`config.mk`:
```
export PLATFORM = sky130hd
export DESIGN_NAME = route_table_metric_lookup_top
export DESIGN_NICKNAME = d
export VERILOG_FILES = /design/src/rtl/core/rtml_pkg.sv /design/src/rtl/core/rtml_cell.sv /design/src/rtl/core/route_table_metric_lookup_top.sv
export SDC_FILE = /design/constraint.sdc
export NUM_CORES = 2
export LEC_CHECK = 0
export ABC_CLOCK_PERIOD_IN_PS = 28600
export BUFFER_PORTS_ARGS = -buffer_cell sky130_fd_sc_hd__buf_2
export CORE_ASPECT_RATIO = 2
export CORE_MARGIN = 3
export CORE_UTILIZATION = 60
export DETAILED_ROUTE_END_ITERATION = 12
export GPL_ROUTABILITY_DRIVEN = 0
export GPL_TIMING_DRIVEN = 0
export PLACE_DENSITY = 0.76
export SLEW_MARGIN = 25
export SYNTH_ARGS = -nofsm -noshare
export SYNTH_HDL_FRONTEND = slang
export SYNTH_HIERARCHICAL = 1
export SYNTH_SLANG_ARGS = --single-unit
```
`constraint.sdc`:
```
create_clock -name clk_i -period 28.6 [get_ports clk_i]
set_clock_uncertainty 0.05 [all_clocks]
set_input_delay 1.43 -clock clk_i [delete_from_list [all_inputs] [get_ports clk_i]]
set_output_delay 1.43 -clock clk_i [all_outputs]
set_load 0.005 [all_outputs]
```
`src/rtl/core/rtml_pkg.sv`:
```
// Shared types and codes for the route table metric lookup block.
// Used by rtml_cell and route_table_metric_lookup_top; no dependencies.
package rtml_pkg;

  localparam int unsigned AddrW   = 32;
  localparam int unsigned CostW   = 16;
  localparam int unsigned IfaceW  = 2;
  localparam int unsigned NumRegs = 4;
  localparam int unsigned CfgIdxW = 8;

  localparam logic [1:0] ST_OK      = 2'd0;
  localparam logic [1:0] ST_FULL    = 2'd1;
  localparam logic [1:0] ST_NOROUTE = 2'd2;
  localparam logic [1:0] ST_BOUND   = 2'd3;

  localparam logic KIND_ADD    = 1'b0;
  localparam logic KIND_LOOKUP = 1'b1;

  // lookup token moving down the cell chain
  typedef struct packed {
    logic              valid;
    logic [AddrW-1:0]  dest;
    logic              found;
    logic [CostW-1:0]  cost;
    logic [IfaceW-1:0] iface;
  } token_t;

  // route write broadcast to all cells
  typedef struct packed {
    logic              en;
    logic [AddrW-1:0]  net;
    logic [AddrW-1:0]  mask;
    logic [CostW-1:0]  cost;
    logic [IfaceW-1:0] iface;
  } route_wr_t;

endpackage

```
`src/rtl/core/rtml_cell.sv`:
```
// One route slot of the lookup chain: holds a route and updates the passing token.
// Depends on rtml_pkg.
module rtml_cell #(
  parameter int unsigned IDX   = 0,
  parameter int unsigned CNT_W = 5
) (
  input  logic                [CNT_W-1:0] count_i,
  input  logic                            clk_i,
  input  logic                            rst_ni,
  input  rtml_pkg::route_wr_t             wr_i,
  input  rtml_pkg::token_t                tok_i,
  output rtml_pkg::token_t                tok_o
);

  logic [rtml_pkg::AddrW-1:0]  net_q;
  logic [rtml_pkg::AddrW-1:0]  mask_q;
  logic [rtml_pkg::CostW-1:0]  cost_q;
  logic [rtml_pkg::IfaceW-1:0] iface_q;
  logic                        in_use;
  logic                        hit;
  logic                        take;
  rtml_pkg::token_t            tok_d;
  rtml_pkg::token_t            tok_q;

  assign in_use = CNT_W'(IDX) < count_i;
  assign hit    = tok_i.valid && in_use && ((tok_i.dest & mask_q) == net_q);
  assign take   = hit && (!tok_i.found || (cost_q < tok_i.cost));

  always_comb begin
    tok_d = tok_i;
    if (take) begin
      tok_d.found = 1'b1;
      tok_d.cost  = cost_q;
      tok_d.iface = iface_q;
    end
  end

  always_ff @(posedge clk_i) begin
    if (wr_i.en && (count_i == CNT_W'(IDX))) begin
      net_q   <= wr_i.net;
      mask_q  <= wr_i.mask;
      cost_q  <= wr_i.cost;
      iface_q <= wr_i.iface;
    end
  end

  always_ff @(posedge clk_i or negedge rst_ni) begin
    if (!rst_ni) begin
      tok_q <= '0;
    end else begin
      tok_q <= tok_d;
    end
  end

  assign tok_o = tok_q;

endmodule

```
`src/rtl/core/route_table_metric_lookup_top.sv`:
```
// Top level of the route table metric lookup block.
// Depends on rtml_pkg and rtml_cell.
//
// An item is taken when start is high and busy is low. Add items and lookups
// with a bound source give their result in the cycle after the transfer. A
// lookup walks a chain of TABLE_DEPTH cells, one route per cell and one cell
// per cycle, so its result is registered after it leaves the last cell, and
// busy stays high until then. Each result is shown for one cycle on
// result_valid_o and cannot be held off. Config writes are always ready.
module route_table_metric_lookup_top #(
  parameter int unsigned TABLE_DEPTH = 16,
  parameter int unsigned NUM_IFACES  = 4
) (
  input  logic                               clk_i,
  input  logic                               rst_ni,
  input  logic                               start,
  output logic                               busy,
  input  logic                               kind_i,
  input  logic [rtml_pkg::AddrW-1:0]         address_i,
  input  logic [rtml_pkg::AddrW-1:0]         net_mask_i,
  input  logic [rtml_pkg::CostW-1:0]         route_cost_i,
  input  logic [rtml_pkg::IfaceW-1:0]        out_iface_i,
  input  logic [rtml_pkg::AddrW-1:0]         source_addr_i,
  output logic                               result_valid_o,
  output logic [1:0]                         status_o,
  output logic [rtml_pkg::IfaceW-1:0]        chosen_iface_o,
  output logic [rtml_pkg::AddrW-1:0]         chosen_source_o,
  input  logic                               cfg_valid_i,
  output logic                               cfg_ready_o,
  input  logic [rtml_pkg::CfgIdxW-1:0]       cfg_index_i,
  input  logic [rtml_pkg::AddrW-1:0]         cfg_data_i
);

  localparam int unsigned CntW = $clog2(TABLE_DEPTH + 1);

  logic [rtml_pkg::AddrW-1:0]  iface_addr_q [rtml_pkg::NumRegs];
  logic [CntW-1:0]             count_d, count_q;
  logic                        busy_d, busy_q;
  logic                        res_valid_d, res_valid_q;
  logic [1:0]                  status_d, status_q;
  logic [rtml_pkg::IfaceW-1:0] iface_d, iface_q;
  logic [rtml_pkg::AddrW-1:0]  src_d, src_q;
  logic                        accept;
  logic                        unbound;
  logic                        has_room;
  rtml_pkg::route_wr_t         wr;
  rtml_pkg::token_t            tok [TABLE_DEPTH+1];
  rtml_pkg::token_t            tail;

  assign accept   = start && !busy_q;
  assign unbound  = (source_addr_i == '0) || (source_addr_i == '1);
  assign has_room = count_q < CntW'(TABLE_DEPTH);
  assign busy     = busy_q;
  assign cfg_ready_o = 1'b1;

  assign wr.en    = accept && (kind_i == rtml_pkg::KIND_ADD) && has_room;
  assign wr.net   = address_i;
  assign wr.mask  = net_mask_i;
  assign wr.cost  = route_cost_i;
  assign wr.iface = out_iface_i;

  assign tok[0].valid = accept && (kind_i == rtml_pkg::KIND_LOOKUP) && unbound;
  assign tok[0].dest  = address_i;
  assign tok[0].found = 1'b0;
  assign tok[0].cost  = '0;
  assign tok[0].iface = '0;

  for (genvar g = 0; g < TABLE_DEPTH; g++) begin : g_cell
    rtml_cell #(
      .IDX   (g),
      .CNT_W (CntW)
    ) u_cell (
      .count_i (count_q),
      .clk_i   (clk_i),
      .rst_ni  (rst_ni),
      .wr_i    (wr),
      .tok_i   (tok[g]),
      .tok_o   (tok[g+1])
    );
  end

  assign tail = tok[TABLE_DEPTH];

  always_comb begin
    res_valid_d = 1'b0;
    status_d    = rtml_pkg::ST_OK;
    iface_d     = '0;
    src_d       = '0;
    if (tail.valid) begin
      res_valid_d = 1'b1;
      if (tail.found) begin
        status_d = rtml_pkg::ST_OK;
        iface_d  = tail.iface;
        if ({1'b0, tail.iface} < 3'(NUM_IFACES)) begin
          src_d = iface_addr_q[tail.iface];
        end
      end else begin
        status_d = rtml_pkg::ST_NOROUTE;
      end
    end else if (accept) begin
      if (kind_i == rtml_pkg::KIND_ADD) begin
        res_valid_d = 1'b1;
        status_d    = has_room ? rtml_pkg::ST_OK : rtml_pkg::ST_FULL;
      end else if (!unbound) begin
        res_valid_d = 1'b1;
        status_d    = rtml_pkg::ST_BOUND;
      end
    end
  end

  always_comb begin
    busy_d = busy_q;
    if (tail.valid) begin
      busy_d = 1'b0;
    end else if (tok[0].valid) begin
      busy_d = 1'b1;
    end
  end

  assign count_d = wr.en ? count_q + CntW'(1) : count_q;

  always_ff @(posedge clk_i or negedge rst_ni) begin
    if (!rst_ni) begin
      count_q     <= '0;
      busy_q      <= 1'b0;
      res_valid_q <= 1'b0;
      for (int i = 0; i < rtml_pkg::NumRegs; i++) begin
        iface_addr_q[i] <= '0;
      end
    end else begin
      count_q     <= count_d;
      busy_q      <= busy_d;
      res_valid_q <= res_valid_d;
      if (cfg_valid_i && (cfg_index_i < rtml_pkg::CfgIdxW'(rtml_pkg::NumRegs))) begin
        iface_addr_q[cfg_index_i[1:0]] <= cfg_data_i;
      end
    end
  end

  always_ff @(posedge clk_i) begin
    status_q <= status_d;
    iface_q  <= iface_d;
    src_q    <= src_d;
  end

  assign result_valid_o  = res_valid_q;
  assign status_o        = status_q;
  assign chosen_iface_o  = iface_q;
  assign chosen_source_o = src_q;

  a_count_bound: assert property (@(posedge clk_i) disable iff (!rst_ni)
    count_q <= CntW'(TABLE_DEPTH))
    else $error("route count above table depth");

  a_tail_busy: assert property (@(posedge clk_i) disable iff (!rst_ni)
    tail.valid |-> busy_q)
    else $error("lookup token left chain while idle");

  a_full_status: assert property (@(posedge clk_i) disable iff (!rst_ni)
    (result_valid_o && (status_o == rtml_pkg::ST_FULL)) |-> (count_q == CntW'(TABLE_DEPTH)))
    else $error("table full reported below depth");

  a_lookup_done: assert property (@(posedge clk_i) disable iff (!rst_ni)
    (busy_q && !busy_d) |=> result_valid_o)
    else $error("lookup finished without a result");

endmodule
```
==> impl_results.md <==
* Status: finished clean
* Clk slew on worst S/H paths at approximately 0.070 ns
* Post-Route WL at ~210 mm
* First-pass GRT wire length at roughly 300 mm
* CTS Root Cell: clkbuf_16
* Syn Inst Count at 4967
* # rows at between 150 and 200
* Worst skew pair latency at between 0.8 and 0.9 ns
* Slew Viols, Final at 0
* Final Hold Viols at 0
* Clk buf depth at 3
* Final Total Pwr at approximately 6.4 mW
* RSZ-0062 raised after global routing: no
* Crit path required time at 29.05 ns
* Max cap viols at 0
* Placed cell area at between 80000 and 90000 um^2
* Startpoint types: input port
* Initial antenna violation count at 3
* Setup-failing EPs final at 0
* Most Used Layer, Global Route: met2
* Met2 Use GR at about 54%
* Antenna viol nets, final at 0
* CTS Hold Bufs at 0
* Die Ht at 537 um
* Worst Hold Class: flop to flop
* Commonest non-fill, non-tap cell in the layout: edfxtp_1
* Pwr/cell area at 66.4 nW/um^2
* CP endpoint kind: flop
* WS Path Type: input port to flop
* Final Critical Period at 5.35 ns
* Worst slew pin tran at about 1.2 ns
* Remaining DRCs at 0
* Total number of vias at between 40000 and 50000
* Drt first pass iters at 5
* Post-synthesis cell area at between 80000 and 90000 um^2
* Fraction of layout cells with a size suffix above 1 at a little over a fifth
* Worst reg2reg setup slack at 23.35 ns
* Post-Place Cells at 7212
* Crit-path max FO at 11
* Lkg Pwr at just under 40 nW
* TritonCTS clock tree: done
* Final Non-Filler Cells at roughly 7600
* Die area at between 100000 and 150000 um^2
* Total gr overflow at 0
* H-tree Lvls at 4
* Worst slew margin at between 20 and 25%
* Final period utilization at between 10% and 20%
* Starting Density at between 60% and 70%
* First DRT Iteration DRCs at between 3000 and 4000
* Detailed placer's ending HPWL at ~150 mm
* Fillers at 8980
* # port buffers at 196
* Max Freq at approximately 190 MHz
* Syn Area/Cell at 17.0 um^2
* Sum of negative setup slack at 0 ns
* Final Cell Area at 95900 um^2
* Vias per Instance at around 5.7
* Final nets at 5936
* Ys Warns at 6
* Most frequent cells in the layout: edfxtp_1, dfrtp_1, nand2_1
* Largest net degree at the start of global routing at 130
* Average wire per standard cell at roughly 28 um
* # Post-CTS Setup Buffers at 0
* Maximum vdd drop at approximately 69 uV
* Vias in the first global route at ~47000
* Core ar. at around 140000 um^2
* Worst Path Arrival at between 5 and 6 ns
* GR Util met1 at 26.3%
* DIE WIDTH at about 270 um
* Met3 usage at just over 4%
* Area Growth Syn to Fin at 13.4%
* # IOs at 198
* Post-CTS resize count at 0
* CTS Buf Count at 184
* CTS Sinks at 2267
* GRT Overall Usage at just under 30%
* Hold slack at roughly 0.31 ns
==> state kept, by name, summed over array words and instances, names as in the netlist <==
name	count
result_valid_o	1
busy	1
status_o	2
iface_addr_q	128
g_cell.u_cell/cost_q	256
chosen_iface_o	2
chosen_source_o	32
g_cell.u_cell/tok_o	784
count_q	5
g_cell.u_cell/iface_q	32
g_cell.u_cell/mask_q	512
g_cell.u_cell/net_q	512
==> layer usage <==
| layer | part of all wire (%) | vias to the layer above |
|---|---|---|
| met1 | 28 | 22300 |
| li1 | - | 19100 |
| met4 | 13 | 2 |
| met5 | 0.0062 | - |
| met3 | 4.0 | 663 |
| met2 | 54 | 1343 |
==> area by class of cell <==
type                    instances  area, um^2  share of cell area (%)
clock inverters                95        1080                    1.13
clock buffers                 255        5170                    5.39
inverters                     257         965                    1.01
repair buffers                348        2380                    2.48
well taps                    1862        2330                    2.43
plain buffers                  42         337                   0.351
multi-input cells            2436       20500                    21.4
diodes                          2        5.00                 0.00522
flip-flops and latches       2267       63100                    65.8
==> power by group <==
| group | total (mW) | internal [mW] | switching, mW |
|---|---|---|---|
| sequential | 3.56 | 3.53 | 0.0373 |
| combinational | 0.223 | 0.0767 | 0.147 |
| clock | 2.59 | 1.44 | 1.14 |
| total | 6.37 | 5.04 | 1.33 |
==> critical path: stages <==
cell and delay (ns):
buf_2 0.08, nand2b_1 0.15, nor3_2 0.50, buf_4 0.30, buf_4 0.22, nand3b_1 0.11, nor4_2 0.60, buf_4 0.29
buf_2 0.23, buf_2 0.23, buf_2 0.23, buf_2 0.23, buf_2 0.23, buf_2 0.24, buf_2 0.24, buf_2 0.23
buf_2 0.23
==> worst paths after layout <==
check	startpoint	to	cells past startpoint
setup / recovery	start	g_cell[2].u_cell/net_q[7]	17
hold / removal	g_cell[5].u_cell/tok_o[33]	g_cell[6].u_cell/tok_o[33]	0
setup reg to reg	count_q[4]	g_cell[2].u_cell/net_q[7]	15
hold reg to reg	g_cell[5].u_cell/tok_o[33]	g_cell[6].u_cell/tok_o[33]	0
max in group asynchronous	rst_ni	g_cell[1].u_cell/tok_o[31]	5
min in group asynchronous	rst_ni	g_cell[14].u_cell/tok_o[13]	1
==> per-stage QoR <==
stage	util (%)	setup slack, ns
detailed placement	64.1	22.50
global route	68.6	23.04
CTS	68.6	23.33
finish	68.6	23.25
floorplan	-	16.77
global placement	63.0	4.47
No activity file was read; power rests on OpenSTA's default activity.
